**src/rtl/assert_macros.svh**
```systemverilog
// Assertion macros for the frame replacement block.
// No dependencies; expects clk and rst_n in the including scope.
`ifndef ASSERT_MACROS_SVH
`define ASSERT_MACROS_SVH
// Property that must hold at every clock edge outside reset.
`define LFR_ASSERT(label, prop, msg) \
  label: assert property (@(posedge clk) disable iff (!rst_n) (prop)) else $error(msg);
// Condition in one cycle that forces a condition in the next.
`define LFR_ASSERT_NEXT(label, pre, post, msg) \
  label: assert property (@(posedge clk) disable iff (!rst_n) (pre) |=> (post)) else $error(msg);
`endif

```
**src/rtl/lfr_pkg.sv**
```systemverilog
// Shared types and codes for the LFU frame replacement block.
// No dependencies.
package lfr_pkg;

  localparam logic [1:0] OP_ALLOC   = 2'd0;
  localparam logic [1:0] OP_ACCESS  = 2'd1;
  localparam logic [1:0] OP_RELEASE = 2'd2;
  localparam logic [1:0] OP_QUERY   = 2'd3;

  localparam logic [1:0] MD_ALLOC_FREE  = 2'd0;
  localparam logic [1:0] MD_ALLOC_EVICT = 2'd1;
  localparam logic [1:0] MD_ACCESS      = 2'd2;
  localparam logic [1:0] MD_RELEASE     = 2'd3;

  typedef struct packed {
    logic [1:0] operation;
    logic [3:0] frame;
    logic [7:0] process_id;
    logic [3:0] virtual_slot;
  } in_word_t;

  typedef struct packed {
    logic [3:0] result_frame;
    logic       status;
    logic       evicted;
    logic [7:0] owner_process_out;
    logic [3:0] owner_slot_out;
    logic [7:0] use_count_out;
  } out_word_t;

  typedef struct packed {
    logic [1:0] mode;
    logic       is_tgt;
    logic       ent_valid;
  } alu_ctl_t;

endpackage

```
**src/rtl/lfr_in_if.sv**
```systemverilog
// Request channel: valid/ready handshake carrying one request word.
// Depends on lfr_pkg.
interface lfr_in_if import lfr_pkg::*; ();
  logic     valid;
  logic     ready;
  in_word_t data;

  modport source (output valid, output data, input ready);
  modport sink (input valid, input data, output ready);
endinterface

```
**src/rtl/lfr_out_if.sv**
```systemverilog
// Result channel: valid/ready handshake carrying one result word.
// Depends on lfr_pkg.
interface lfr_out_if import lfr_pkg::*; ();
  logic      valid;
  logic      ready;
  out_word_t data;

  modport source (output valid, output data, input ready);
  modport sink (input valid, input data, output ready);
endinterface

```
**src/rtl/lfu_frame_replacement_top.sv**
```systemverilog
// LFU frame table: allocate, access and release requests end in one read-modify-write sweep.
// Entry RAM (count, recency rank, owner tags) holds state; valid bits are flops.
//
// Usage:
//   in_s  : request words {operation, frame, process_id, virtual_slot}.
//   out_s : one result word per request, held in an output register.
//   in_s.ready is high only while the sequencer is idle; one request at a time.
//   Steps below run from the accepted request to the result word on out_s.
//   Allocate : one scan over all frames (lowest free frame, else least count
//              and oldest rank), then one update sweep.
//   Access / release : read the target entry, then one update sweep over the ranks.
//   Query : read the target entry only. Non-resident frame: no RAM read.
//   The next request can be taken in the same cycle the result word is presented.
//   Scan and update sweeps go through the single RAM read port, one frame per cycle.
//   Reset (synchronous, rst_n low) clears all valid bits: every frame is free.
//   A stalled out_s keeps its word; the next result waits in the sequencer
//   until the output register is free, and no new request is taken meanwhile.
`include "assert_macros.svh"
module lfu_frame_replacement_top import lfr_pkg::*; #(
  parameter int FRAMES     = 16,
  parameter int VSLOTS     = 16,
  parameter int COUNT_BITS = 8
) (
  input  logic      clk,
  input  logic      rst_n,
  lfr_in_if.sink    in_s,
  lfr_out_if.source out_s
);

  localparam int FW = $clog2(FRAMES);
  localparam int RW = FW;
  localparam int CB = COUNT_BITS;
  localparam int WW = CB + RW + 12;
  localparam int XW = (FW > 4) ? FW : 4;

  localparam logic [2:0] S_IDLE  = 3'd0;
  localparam logic [2:0] S_PREP  = 3'd1;
  localparam logic [2:0] S_PREPD = 3'd2;
  localparam logic [2:0] S_SCAN  = 3'd3;
  localparam logic [2:0] S_UPD   = 3'd4;
  localparam logic [2:0] S_DONE  = 3'd5;

  function automatic logic [3:0] slot_mod(input logic [3:0] s);
    logic [3:0] v;
    v = s;
    for (int k = 0; k < 8; k++) begin
      if ({5'b0, v} >= 9'(VSLOTS)) begin
        v = v - 4'(VSLOTS);
      end
    end
    return v;
  endfunction

  logic [2:0]        state_r, state_nxt;
  logic [FRAMES-1:0] valid_r, valid_nxt;
  logic              out_valid_r, out_valid_nxt;
  logic [FW:0]       sc_r, sc_nxt;
  logic              pv_r, pv_nxt;
  logic [FW-1:0]     pidx_r, pidx_nxt;
  logic [1:0]        op_r, op_nxt;
  logic [1:0]        mode_r, mode_nxt;
  logic [FW-1:0]     tgt_r, tgt_nxt;
  logic [7:0]        pid_r, pid_nxt;
  logic [3:0]        slot_r, slot_nxt;
  logic [RW-1:0]     ref_rank_r, ref_rank_nxt;
  logic              free_found_r, free_found_nxt;
  logic [FW-1:0]     free_idx_r, free_idx_nxt;
  logic [CB-1:0]     best_cnt_r, best_cnt_nxt;
  logic [RW-1:0]     best_rank_r, best_rank_nxt;
  logic [FW-1:0]     best_idx_r, best_idx_nxt;
  logic [3:0]        res_frame_r, res_frame_nxt;
  logic              res_status_r, res_status_nxt;
  logic              res_evicted_r, res_evicted_nxt;
  logic [7:0]        res_pid_r, res_pid_nxt;
  logic [3:0]        res_slot_r, res_slot_nxt;
  logic [7:0]        res_cnt_r, res_cnt_nxt;
  out_word_t         out_data_r, out_data_nxt;

  logic          ram_we;
  logic [FW-1:0] ram_waddr, ram_raddr;
  logic [WW-1:0] ram_wdata, ram_rdata;
  logic [CB-1:0] rd_cnt;
  logic [RW-1:0] rd_rank;
  logic [7:0]    rd_pid;
  logic [3:0]    rd_slot;

  alu_ctl_t      alu_ctl;
  logic [CB-1:0] alu_cnt;
  logic [RW-1:0] alu_rank;
  logic          alu_we;
  logic          alu_better;

  logic          in_fire;
  logic [XW:0]   frame_x;
  logic          in_range;
  logic [FW-1:0] in_idx;
  logic          sweep_end;
  logic [FW-1:0] pick;
  logic          alloc_mode;
  logic [7:0]    tag_pid;
  logic [3:0]    tag_slot;

  assign in_s.ready = (state_r == S_IDLE);
  assign in_fire    = in_s.valid && in_s.ready;
  assign frame_x    = (XW + 1)'(in_s.data.frame);
  assign in_range   = frame_x < (XW + 1)'(FRAMES);
  assign in_idx     = frame_x[FW-1:0];
  assign sweep_end  = (sc_r == (FW + 1)'(FRAMES)) && !pv_r;

  assign rd_cnt  = ram_rdata[WW-1 -: CB];
  assign rd_rank = ram_rdata[RW+11 -: RW];
  assign rd_pid  = ram_rdata[11:4];
  assign rd_slot = ram_rdata[3:0];

  assign alu_ctl.mode      = mode_r;
  assign alu_ctl.is_tgt    = (pidx_r == tgt_r);
  assign alu_ctl.ent_valid = valid_r[pidx_r];

  assign alloc_mode = (mode_r == MD_ALLOC_FREE) || (mode_r == MD_ALLOC_EVICT);
  assign tag_pid    = (alloc_mode && alu_ctl.is_tgt) ? pid_r : rd_pid;
  assign tag_slot   = (alloc_mode && alu_ctl.is_tgt) ? slot_r : rd_slot;

  assign ram_waddr = pidx_r;
  assign ram_wdata = {alu_cnt, alu_rank, tag_pid, tag_slot};
  assign ram_we    = (state_r == S_UPD) && pv_r && alu_we;
  assign ram_raddr = (state_r == S_PREP) ? tgt_r : sc_r[FW-1:0];

  assign out_s.valid = out_valid_r;
  assign out_s.data  = out_data_r;

  lfr_ram #(.WIDTH(WW), .DEPTH(FRAMES)) u_ram (
    .clk   (clk),
    .we    (ram_we),
    .waddr (ram_waddr),
    .wdata (ram_wdata),
    .raddr (ram_raddr),
    .rdata (ram_rdata)
  );

  lfr_alu #(.RW(RW), .CB(CB)) u_alu (
    .ctl         (alu_ctl),
    .cnt_i       (rd_cnt),
    .rank_i      (rd_rank),
    .ref_rank_i  (ref_rank_r),
    .best_cnt_i  (best_cnt_r),
    .best_rank_i (best_rank_r),
    .cnt_o       (alu_cnt),
    .rank_o      (alu_rank),
    .we_o        (alu_we),
    .better_o    (alu_better)
  );

  always_comb begin
    state_nxt       = state_r;
    valid_nxt       = valid_r;
    out_valid_nxt   = out_valid_r;
    sc_nxt          = sc_r;
    pv_nxt          = pv_r;
    pidx_nxt        = pidx_r;
    op_nxt          = op_r;
    mode_nxt        = mode_r;
    tgt_nxt         = tgt_r;
    pid_nxt         = pid_r;
    slot_nxt        = slot_r;
    ref_rank_nxt    = ref_rank_r;
    free_found_nxt  = free_found_r;
    free_idx_nxt    = free_idx_r;
    best_cnt_nxt    = best_cnt_r;
    best_rank_nxt   = best_rank_r;
    best_idx_nxt    = best_idx_r;
    res_frame_nxt   = res_frame_r;
    res_status_nxt  = res_status_r;
    res_evicted_nxt = res_evicted_r;
    res_pid_nxt     = res_pid_r;
    res_slot_nxt    = res_slot_r;
    res_cnt_nxt     = res_cnt_r;
    out_data_nxt    = out_data_r;
    pick            = free_found_r ? free_idx_r : best_idx_r;

    if (out_valid_r && out_s.ready) begin
      out_valid_nxt = 1'b0;
    end

    if ((state_r == S_SCAN) || (state_r == S_UPD)) begin
      if (sc_r < (FW + 1)'(FRAMES)) begin
        sc_nxt   = sc_r + 1'b1;
        pv_nxt   = 1'b1;
        pidx_nxt = sc_r[FW-1:0];
      end else begin
        pv_nxt = 1'b0;
      end
    end

    case (state_r)
      S_IDLE: begin
        if (in_fire) begin
          op_nxt          = in_s.data.operation;
          pid_nxt         = in_s.data.process_id;
          slot_nxt        = slot_mod(in_s.data.virtual_slot);
          res_frame_nxt   = in_s.data.frame;
          res_status_nxt  = 1'b0;
          res_evicted_nxt = 1'b0;
          res_pid_nxt     = 8'd0;
          res_slot_nxt    = 4'd0;
          res_cnt_nxt     = 8'd0;
          sc_nxt          = '0;
          pv_nxt          = 1'b0;
          free_found_nxt  = 1'b0;
          if (in_s.data.operation == OP_ALLOC) begin
            state_nxt = S_SCAN;
          end else if (!in_range || !valid_r[in_idx]) begin
            res_status_nxt = 1'b1;
            state_nxt      = S_DONE;
          end else begin
            tgt_nxt   = in_idx;
            state_nxt = S_PREP;
          end
        end
      end
      S_PREP: begin
        state_nxt = S_PREPD;
      end
      S_PREPD: begin
        ref_rank_nxt = rd_rank;
        case (op_r)
          OP_QUERY: begin
            res_pid_nxt  = rd_pid;
            res_slot_nxt = rd_slot;
            res_cnt_nxt  = 8'(rd_cnt);
            state_nxt    = S_DONE;
          end
          OP_ACCESS: begin
            mode_nxt  = MD_ACCESS;
            state_nxt = S_UPD;
          end
          OP_RELEASE: begin
            valid_nxt[tgt_r] = 1'b0;
            mode_nxt         = MD_RELEASE;
            state_nxt        = S_UPD;
          end
          default: begin
            state_nxt = S_DONE;
          end
        endcase
      end
      S_SCAN: begin
        if (pv_r) begin
          if (!valid_r[pidx_r]) begin
            if (!free_found_r) begin
              free_found_nxt = 1'b1;
              free_idx_nxt   = pidx_r;
            end
          end else if ((pidx_r == '0) || alu_better) begin
            best_cnt_nxt  = rd_cnt;
            best_rank_nxt = rd_rank;
            best_idx_nxt  = pidx_r;
          end
        end
        if (sweep_end) begin
          sc_nxt          = '0;
          tgt_nxt         = pick;
          valid_nxt[pick] = 1'b1;
          res_frame_nxt   = 4'(pick);
          if (free_found_r) begin
            mode_nxt = MD_ALLOC_FREE;
          end else begin
            mode_nxt        = MD_ALLOC_EVICT;
            ref_rank_nxt    = best_rank_r;
            res_evicted_nxt = 1'b1;
          end
          state_nxt = S_UPD;
        end
      end
      S_UPD: begin
        if (pv_r && alu_ctl.is_tgt && (mode_r != MD_RELEASE)) begin
          res_pid_nxt  = tag_pid;
          res_slot_nxt = tag_slot;
          res_cnt_nxt  = 8'(alu_cnt);
        end
        if (sweep_end) begin
          state_nxt = S_DONE;
        end
      end
      S_DONE: begin
        if (!out_valid_r || out_s.ready) begin
          out_data_nxt.result_frame      = res_frame_r;
          out_data_nxt.status            = res_status_r;
          out_data_nxt.evicted           = res_evicted_r;
          out_data_nxt.owner_process_out = res_pid_r;
          out_data_nxt.owner_slot_out    = res_slot_r;
          out_data_nxt.use_count_out     = res_cnt_r;
          out_valid_nxt                  = 1'b1;
          state_nxt                      = S_IDLE;
        end
      end
      default: begin
        state_nxt = S_IDLE;
      end
    endcase
  end

  always_ff @(posedge clk) begin
    if (!rst_n) begin
      state_r     <= S_IDLE;
      valid_r     <= '0;
      out_valid_r <= 1'b0;
      sc_r        <= '0;
      pv_r        <= 1'b0;
    end else begin
      state_r     <= state_nxt;
      valid_r     <= valid_nxt;
      out_valid_r <= out_valid_nxt;
      sc_r        <= sc_nxt;
      pv_r        <= pv_nxt;
    end
  end

  always_ff @(posedge clk) begin
    pidx_r        <= pidx_nxt;
    op_r          <= op_nxt;
    mode_r        <= mode_nxt;
    tgt_r         <= tgt_nxt;
    pid_r         <= pid_nxt;
    slot_r        <= slot_nxt;
    ref_rank_r    <= ref_rank_nxt;
    free_found_r  <= free_found_nxt;
    free_idx_r    <= free_idx_nxt;
    best_cnt_r    <= best_cnt_nxt;
    best_rank_r   <= best_rank_nxt;
    best_idx_r    <= best_idx_nxt;
    res_frame_r   <= res_frame_nxt;
    res_status_r  <= res_status_nxt;
    res_evicted_r <= res_evicted_nxt;
    res_pid_r     <= res_pid_nxt;
    res_slot_r    <= res_slot_nxt;
    res_cnt_r     <= res_cnt_nxt;
    out_data_r    <= out_data_nxt;
  end

  `LFR_ASSERT(a_we_in_update, !ram_we || (state_r == S_UPD), "RAM write outside update sweep")
  `LFR_ASSERT(a_sweep_bound, sc_r <= (FW + 1)'(FRAMES), "sweep counter past frame count")
  `LFR_ASSERT(a_evict_full, !((state_r == S_DONE) && res_evicted_r) || (&valid_r), "eviction with a free frame")
  `LFR_ASSERT(a_miss_zero, !((state_r == S_DONE) && res_status_r) || ((res_cnt_r == 8'd0) && (res_pid_r == 8'd0)), "miss word carries owner data")
  `LFR_ASSERT_NEXT(a_release_clears, (state_r == S_PREPD) && (op_r == OP_RELEASE), !valid_r[tgt_r], "released frame still valid")

endmodule

```
**src/rtl/lfr_ram.sv**
```systemverilog
// Generic single-write, single-read RAM with registered read data.
// No dependencies.
module lfr_ram #(
  parameter int WIDTH = 8,
  parameter int DEPTH = 16
) (
  input  logic                     clk,
  input  logic                     we,
  input  logic [$clog2(DEPTH)-1:0] waddr,
  input  logic [WIDTH-1:0]         wdata,
  input  logic [$clog2(DEPTH)-1:0] raddr,
  output logic [WIDTH-1:0]         rdata
);

  logic [WIDTH-1:0] mem [DEPTH];

  always_ff @(posedge clk) begin
    if (we) begin
      mem[waddr] <= wdata;
    end
    rdata <= mem[raddr];
  end

endmodule

```
**src/rtl/lfr_alu.sv**
```systemverilog
// Shared per-frame unit: count/rank update and victim compare for one entry.
// Depends on lfr_pkg.
module lfr_alu import lfr_pkg::*; #(
  parameter int RW = 4,
  parameter int CB = 8
) (
  input  alu_ctl_t        ctl,
  input  logic [CB-1:0]   cnt_i,
  input  logic [RW-1:0]   rank_i,
  input  logic [RW-1:0]   ref_rank_i,
  input  logic [CB-1:0]   best_cnt_i,
  input  logic [RW-1:0]   best_rank_i,
  output logic [CB-1:0]   cnt_o,
  output logic [RW-1:0]   rank_o,
  output logic            we_o,
  output logic            better_o
);

  logic [CB-1:0] cnt_sat;

  assign cnt_sat  = (cnt_i == {CB{1'b1}}) ? cnt_i : cnt_i + 1'b1;
  assign better_o = (cnt_i < best_cnt_i) ||
                    ((cnt_i == best_cnt_i) && (rank_i > best_rank_i));

  always_comb begin
    cnt_o  = cnt_i;
    rank_o = rank_i;
    we_o   = 1'b0;
    case (ctl.mode)
      MD_ALLOC_FREE, MD_ALLOC_EVICT: begin
        if (ctl.is_tgt) begin
          cnt_o  = CB'(1);
          rank_o = '0;
          we_o   = 1'b1;
        end else if (ctl.ent_valid) begin
          we_o = 1'b1;
          if ((ctl.mode == MD_ALLOC_FREE) || (rank_i < ref_rank_i)) begin
            rank_o = rank_i + 1'b1;
          end
        end
      end
      MD_ACCESS: begin
        if (ctl.is_tgt) begin
          cnt_o  = cnt_sat;
          rank_o = '0;
          we_o   = 1'b1;
        end else if (ctl.ent_valid && (rank_i < ref_rank_i)) begin
          rank_o = rank_i + 1'b1;
          we_o   = 1'b1;
        end
      end
      MD_RELEASE: begin
        if (!ctl.is_tgt && ctl.ent_valid && (rank_i > ref_rank_i)) begin
          rank_o = rank_i - 1'b1;
          we_o   = 1'b1;
        end
      end
      default: begin
      end
    endcase
  end

endmodule
```
**src/flat_wrapper.sv**
```systemverilog
// flat-port wrapper written by rule: the top's interface ports become plain ports
module lfu_frame_replacement_top_flat import lfr_pkg::*;
#(
  parameter int FRAMES     = 16,
  parameter int VSLOTS     = 16,
  parameter int COUNT_BITS = 8
)
  (clk, rst_n, in_s_valid, in_s_data, in_s_ready, out_s_valid, out_s_data, out_s_ready);
  lfr_in_if in_s_i ();
  lfr_out_if out_s_i ();
  input  logic clk;
  input  logic rst_n;
  input wire logic [$bits(in_s_i.valid)-1:0] in_s_valid;
  input wire logic [$bits(in_s_i.data)-1:0] in_s_data;
  output wire logic [$bits(in_s_i.ready)-1:0] in_s_ready;
  output wire logic [$bits(out_s_i.valid)-1:0] out_s_valid;
  output wire logic [$bits(out_s_i.data)-1:0] out_s_data;
  input wire logic [$bits(out_s_i.ready)-1:0] out_s_ready;
  assign in_s_i.valid = in_s_valid;
  assign in_s_i.data = in_s_data;
  assign in_s_ready = in_s_i.ready;
  assign out_s_valid = out_s_i.valid;
  assign out_s_data = out_s_i.data;
  assign out_s_i.ready = out_s_ready;
  lfu_frame_replacement_top #(.FRAMES(FRAMES), .VSLOTS(VSLOTS), .COUNT_BITS(COUNT_BITS)) u_core (.clk(clk), .rst_n(rst_n), .in_s(in_s_i), .out_s(out_s_i));
endmodule
```
**config.mk**
```make
export PLATFORM = sky130hd
export DESIGN_NAME = lfu_frame_replacement_top_flat
export DESIGN_NICKNAME = d
export VERILOG_FILES = /design/src/rtl/lfr_pkg.sv /design/src/rtl/lfr_in_if.sv /design/src/rtl/lfr_out_if.sv /design/src/rtl/lfu_frame_replacement_top.sv /design/src/rtl/lfr_ram.sv /design/src/rtl/lfr_alu.sv /design/src/flat_wrapper.sv
export VERILOG_INCLUDE_DIRS = /design/src /design/src/rtl
export SDC_FILE = /design/constraint.sdc
export NUM_CORES = 1
export LEC_CHECK = 0
export BUFFER_PORTS_ARGS = -buffer_cell sky130_fd_sc_hd__buf_2
export CAP_MARGIN = 20
export CORE_UTILIZATION = 60
export CTS_BUF_LIST = sky130_fd_sc_hd__clkbuf_8
export CTS_CLUSTER_DIAMETER = 40
export CTS_CLUSTER_SIZE = 28
export DETAILED_ROUTE_END_ITERATION = 8
export GPL_TIMING_DRIVEN = 0
export PLACE_DENSITY = 0.79
export SLEW_MARGIN = 5
export SYNTH_ARGS = -nofsm -noshare
export SYNTH_HDL_FRONTEND = slang
export SYNTH_SLANG_ARGS = --single-unit
```
**constraint.sdc**
```tcl
create_clock -name clk -period 9.55 [get_ports clk]
set_input_delay 0.955 -clock clk [delete_from_list [all_inputs] [get_ports clk]]
set_output_delay 0.955 -clock clk [all_outputs]
set_load 0.1 [all_outputs]
```
======== After elaboration in Yosys (flattened, before gate mapping) ========
Memories as Yosys holds them, arrays and structs flattened. A register that Yosys moved wholly into a read port is not among the register bits.
Index checks and enable logic that the tools add are counted.
storage, ports and cells
  output and inout bits ................... 28
  flip-flop bits (word level) ............. 127
  memories kept ........................... 1
  latch bits .............................. 0
  input port bits ......................... 22
  memory bits (read-only) ................. 0
  word-level logic and storage cells ...... 216
  memory bits (writable) .................. 384
memories
  memory            depth  width  read ports  clocked after memory_dff  write ports  line           text
  u_core.u_ram.mem  16     24     1           1                         1            lfr_ram.sv:15  logic [WIDTH-1:0] mem [DEPTH];
cells by class
  $lt $le $gt $ge ......................... 12
  $mul .................................... 0
  shifts and indexed selects .............. 0
  reduce and logical (&&, ||, !) cells .... 49
  add/subtract/negate cells ............... 4
  divide/modulo/power cells ............... 0
  multiplexer cells ....................... 87
  bitwise operators ....................... 5
  equality and inequality tests ........... 29
operators by type and width
  cell                                                                           number
  4-bit 2-to-1 mux                                                               19
  8-bit 2-to-1 mux                                                               9
  8-bit one-hot mux with 3 select lines                                          2
  16-bit 2-to-1 mux                                                              2
  16-bit one-hot mux with 2 select lines                                         1
  1-bit 2-to-1 mux                                                               26
  4-bit by 5-bit less-than comparator with 1-bit output (second input constant)  5
  4-bit one-hot mux with 2 select lines                                          3
  4-bit one-hot mux with 3 select lines                                          2
  4-bit AND reduction                                                            6
  5-bit 2-to-1 mux                                                               4
  3-bit 2-to-1 mux                                                               6
  3-bit one-hot mux with 6 select lines                                          1
  16-bit bitwise AND                                                             1
  2-bit inequality test (second input constant)                                  8
  16-bit NOT                                                                     1
  16-bit bitwise OR                                                              1
  8-bit one-hot mux with 2 select lines                                          1
  1-bit logical AND                                                              14
  3-bit AND reduction                                                            4
  2-bit by 1-bit inequality test with 1-bit output (second input constant)       5
  5-bit one-hot mux with 2 select lines                                          1
  8-bit by 1-bit adder with 8-bit output (second input constant)                 1
  1-bit binary-select mux with 4-bit select                                      2
  other kinds (34)                                                               61

======== Depth between registers and ports, before layout ========
  word-level depth ........................ 9
  depth in mapped cells ................... 10
  mapped depth without buffers ............ 8

======== Cells and area by module ========
A second synthesis with hierarchy kept.
unflattened totals
  cell total of the unflattened synthesis .. 1,189
  area total of the unflattened synthesis .. 21,431.8 sq um
by module, submodules not included
  module                     cells each  area an instance (sq um)  seq. area each (sq um)  times used
  lfr_ram                    636         14,930.6                  12,011.5                1
  lfu_frame_replacement_top  412         5,510.3                   3,553.4                 1
  lfr_alu                    141         991.0                     0.0                     1

======== Least setup slack after synthesis ========
Ideal clock, no wire load.
  kind .................................... register -> register
  start point ............................. register u_core.pidx_r[2]
  end point ............................... memory u_core.u_ram.mem[0][0] (netlist bit) (enable)
  cell stages (with the launch flop) ...... 8
  slack ................................... 5.647 ns
  setup time .............................. 0.435 ns
  buffers on the path ..................... 1
  period minus slack after synthesis ...... 3.903 ns
  arrival ................................. 3.468 ns
  data required time ...................... 9.115 ns
  path through ............................ edfxtp_1 > buf_6 > mux4_2 > mux4_2 > o211a_2 > nand2b_4 > nand4_1 > nor3_1
between the ends
  word-level cells in the longest chain between the ends .. 9
  elaborated cells between the ends (all ways) .. 16
  classes of those cells .................. 1 x eq/ne; 10 x mux; 5 x reduce/logical
ends and longest elaborated chain
  item                                                                         line                                                                text
  from (decl)                                                                  lfu_frame_replacement_top.sv:59                                     logic [FW-1:0] pidx_r, pidx_nxt;
  from (signal assigned)                                                       lfu_frame_replacement_top.sv:319                                    pidx_r <= pidx_nxt;
  1-bit binary-select mux with 4-bit select or 4-bit == test (tied branches)   lfu_frame_replacement_top.sv:117, lfu_frame_replacement_top.sv:116
  1-bit 2-to-1 mux (implied by the code) or 1-bit logical NOT (tied branches)  lfu_frame_replacement_top.sv:117, lfr_alu.sv:53
  1-bit logical AND, on equally long branches                                  lfr_alu.sv:47, lfr_alu.sv:53
  1-bit 2-to-1 mux or 1-bit logical AND (tied branches)                        lfr_alu.sv:47, lfr_alu.sv:53
  1-bit 2-to-1 mux, on equally long branches                                   lfr_alu.sv:43, lfr_alu.sv:53
  1-bit one-hot mux with 3 select lines                                        lfr_alu.sv:29                                                       case (ctl.mode)
  1-bit logical AND                                                            lfu_frame_replacement_top.sv:125                                    assign ram_we = (state_r == S_UPD) && pv_r && alu_we;
  1-bit 2-to-1 mux                                                             lfr_ram.sv:18                                                       if (we) begin
  1-bit 2-to-1 mux (implied by the code)                                       lfr_ram.sv:19                                                       mem[waddr] <= wdata;
  to (decl)                                                                    lfr_ram.sv:15
Several ways; a longest one is shown, not always the timed one. The select of a mux whose other input is x is not followed.

======== Final worst setup path ========
  start point ............................. register u_core.pidx_r[3]
  end point ............................... memory u_core.u_ram.mem[3][16] (netlist bit) (enable)
Same word-level chain as after synthesis.

==> summary.md <==
| Metric | Value |
|---|---|
| WP buf/inv | `3` |
| Sw frac | `32.9%` |
| Pwr Total | `6160 µW` |
| Clk sink count | `535` |
| Fin. max-slew vios | `0` |
| Worst-path clk slew | `0.11 ns` |
| # rows | `68` |
| CTS Buffer Depth | `3` |
| Max Fclk | `0.233 GHz` |
| First-pass detailed-route iteration total | `8` |
| Total leakage power | `0.00800 µW` |
| Seq/Total Area, Yosys | `73.4%` |
| CP required | `9.87 ns` |
| Headroom to the max-slew limit | `31.4%` |
| Yosys top cell area share | `68.6%` |
| Final setup violation count | `0` |
| Routed length per instance | `26.2 µm` |
| Clock tree from TritonCTS | `yes` |
| Total grt overflow | `0` |
| Status | `complete, no violations` |
| Number of global-route vias before repair | `11,800` |
| Register bit total from synthesis | `535` |
| DIE HEIGHT | `190 µm` |
| Synth Area in XOR/XNOR | `0.289%` |
| Io pins | `50` |
| Largest family of logic cells by synthesized area | `multiplexers` |
| Mapped Area | `0.0212 mm²` |
| Clock power frac | `23.4%` |
| Compound-Gate Fraction of Synth Area | `5.98%` |
| Hold WS | `0.410 ns` |
| Mapped Avg Cell Area | `17.8 µm²` |
| Synth cell types | `64` |
| Slew at the pin with the worst max-slew slack | `1.02 ns` |
| Wire length on met2 | `23,100 µm` |
| Max Cap Viol | `0` |
| Post-Synthesis Cells | `1,195` |
| Area leader, netlist | `edfxtp_1` |
| Hold Vio Cnt, Final | `0` |
| Initial Utilization | `61.3%` |
| Flop pwr share | `51.2%` |
| Dpl cell area | `0.0225 mm²` |
| Hold crit path type | `flop to flop` |
| Drt total wl | `47,700 µm` |
| Syn Nets | `1,241` |
| Vias/cell | `6.52` |
| Post-CTS Resized | `0` |
| Slowest CP cell | `nor3_2` |
| Top post-synthesis cells by area | `edfxtp_1 (69%), mux4_2 (11%), dfxtp_1 (4.7%), nand2_1 (1.9%), a22oi_1 (1.7%)` |
| CTS Buf Count | `49` |
| Tcrit/Tclk final | `45.0%` |
| Worst path top cell family by delay | `simple AND/OR/NAND/NOR gates` |
| Int Pwr | `4140 µW` |
| Share of layout cells above drive strength 1 | `23.0%` |
| Crit path cell chain | `buf_1 -> mux4_2 -> mux4_2 -> o211a_2 -> nand2b_4 -> nand4_1 -> nor3_2 -> buf_6 -> buf_4` |
| Min cycle time layout | `4.30 ns` |
| Drt drc | `0` |
| Synth async-reset ratio | `0%` |
| Post-synth EDFFs | `485` |
| First DRT Iteration DRCs | `1,397` |
| Core ar. | `0.0346 mm²` |
| Most frequent CP cell | `mux4_2` |
| Clock root buffer master | `clkbuf_8` |
| Crit path max fanout | `10` |
| Chip Width | `190 µm` |
| Crit path kind | `flop to flop` |
| CP Launch Type | `flop` |
| Mux share of post-synthesis cell area | `11.8%` |
| Wire length on met3 | `4630 µm` |
| RSZ-0062 raised after global routing | `no` |
| Largest net degree at the start of global routing | `25` |
| Global Route Usage Sum | `27.1%` |
| Post-Synth Adder-Cell Area | `1.42%` |
| Routability Congestion | `0.890` |
| Diode count | `0` |
| Clk_skew | `0.0466 ns` |
| Worst skew pair latency | `0.64 ns` |
| Setup TNS | `0 ns` |
| Slowest Stage Delay on Critical Path | `0.90 ns` |
| Combinational share of power | `25.4%` |
| Crit path DAT | `4.62 ns` |
| Ys flop type | `edfxtp_1` |
| Post-Layout Cell Count | `1,818` |
| Cts hold-fix bufs | `0` |
| Fin area | `0.0236 mm²` |
| Post-DRT Antenna Nets | `0` |
| H-tree depth | `2` |
| Global-route wire length before repair | `70,900 µm` |
| Die ar. | `0.0361 mm²` |
| M1 WL | `18,600 µm` |
| Maximum vdd drop | `0.213 mV` |
| Worst setup EP type | `flop` |
| NetSw | `2030 µW` |
| # placed instances | `1,724` |
| Vias post-DR | `11,800` |
| Top sig layer | `met4` |
| I/O Buffers | `48` |
| Nets | `1,368` |
| DP Wirelength | `32,000 µm` |
| Post-Synth Simple-Gate Area | `5.54%` |
| Post-CTS Setup Bufs | `0` |
| Area grow syn2layout | `11.4%` |
| Initial antenna violation count | `0` |
| PD cells | `261 mW/mm²` |
| Yosys warning total | `0` |
[routing by layer]
metal  up-vias  global-route usage, %
li1       5050                      -
met1      5935                   37.7
met2       744                   43.7
met3       120                   4.93
met4         0                   9.00
met5         -                      0
[metrics by stage]
stage	setup slack, ns	utilization (%)
2_1_floorplan	5.65	-
3_3_place_gp	3.34	63.6
3_5_place_dp	5.30	65.1
4_1_cts	5.32	68.2
5_1_grt	5.10	68.3
6_report	5.25	68.3
[cells by family (layout without fill, tap and decap cells)]
| group | Yosys count | after routing |
|---|---|---|
| DFF | 535 | 535 |
| xor gates and xnor gates | 7 | 7 |
| AOI/OAI and AO/OA | 179 | 179 |
| muxes | 117 | 117 |
| and+or+nand+nor | 255 | 255 |
| buffers and inverters | 78 | 246 |
| adders and majority gates | 24 | 24 |
[cell usage after synthesis (2+ instances only)]
cell type  number
a211oi_1        3
nand2b_1       13
o211ai_1        3
o22a_1          2
a21o_1          2
nor2_1         65
a22oi_1        49
a21boi_0       18
clkbuf_1       25
nor4b_1         3
nand3_1         9
ha_1           24
o22ai_1         4
buf_2          13
a21oi_1        17
mux4_1          3
a31oi_1         8
nor2b_1        12
a41oi_1         3
dfxtp_1        50
edfxtp_1      485
or3_1           3
nor3b_1         2
nand2_1       109
mux4_2        103
buf_1           4
inv_1          30
nand3b_1        2
o21ai_0        31
and4_1          3
xor2_1          2
mux2_2          3
nand4_1        11
a32oi_1         2
xnor2_1         5
a22o_1         23
and2_1          3
nor3_1         11
mux2i_1         8
buf_4           5
[power by group through the flow]
stage | registers, µW | clock network, µW | logic, µW
floorplan | 3210 | 0 | 993
global placement | 3200 | 0 | 1420
detailed placement | 3200 | 0 | 1540
CTS | 3150 | 1460 | 1540
global route | 3170 | 1530 | 1680
finish | 3160 | 1440 | 1570
[cell usage in the layout (no fill, tap or decap), drive strengths merged, types with 2 or more instances in the layout]
master	instances
nor3	12
xor2	2
a22oi	49
ha	24
dfxtp	50
mux2	3
and2	4
a21o	3
nor2	65
clkinv	10
o21ai	31
nand3b	2
o22ai	4
or3	3
mux2i	8
o211a	2
o22a	2
a21boi	19
nand2	109
xnor2	5
clkbuf	80
and4	3
a22o	23
nor3b	2
edfxtp	485
nand3	9
a41oi	3
nand2b	14
a31oi	8
a211oi	3
mux4	106
buf	99
inv	51
nor4b	3
nand4	11
clkinvlp	6
a32oi	2
a21oi	18
o211ai	4
nor2b	12
[final timing paths]
| kind | start | endpoint | slack, ns | cells past startpoint |
|---|---|---|---|---|
| worst max-delay path | u_core.pidx_r[3] | u_core.u_ram.mem[3][16] | 5.25 | 9 |
| worst min-delay path | u_core.res_cnt_r[5] | u_core.out_s.data[5] | 0.41 | 0 |
| worst max register to register | u_core.pidx_r[3] | u_core.u_ram.mem[3][16] | 5.25 | 9 |
| worst min register to register | u_core.res_cnt_r[5] | u_core.out_s.data[5] | 0.41 | 0 |
[sequential cells by signal, indices dropped and copies added, names as in the netlist, 5 cells and up]
name	count
u_core.u_ram.mem	384
u_core.u_ram.rdata	24
u_core.res_cnt_r	8
u_core.sc_r	5
u_core.res_pid_r	8
u_core.best_cnt_r	8
u_core.out_s.data	26
u_core.valid_r	16
u_core.pid_r	8
[area by class of cell]
type                            count  area, µm²
Fill cell                        2040      11000
Tap cell                          455        569
Clock inverter                     37        337
Clock buffer                       55        757
Inverter                           30        113
Multi-Input combinational cell    582       5440
Timing Repair Buffer               76        644
Buffer                             48        223
Sequential cell                   535      15600
No activity file was read; power rests on OpenSTA's default activity.
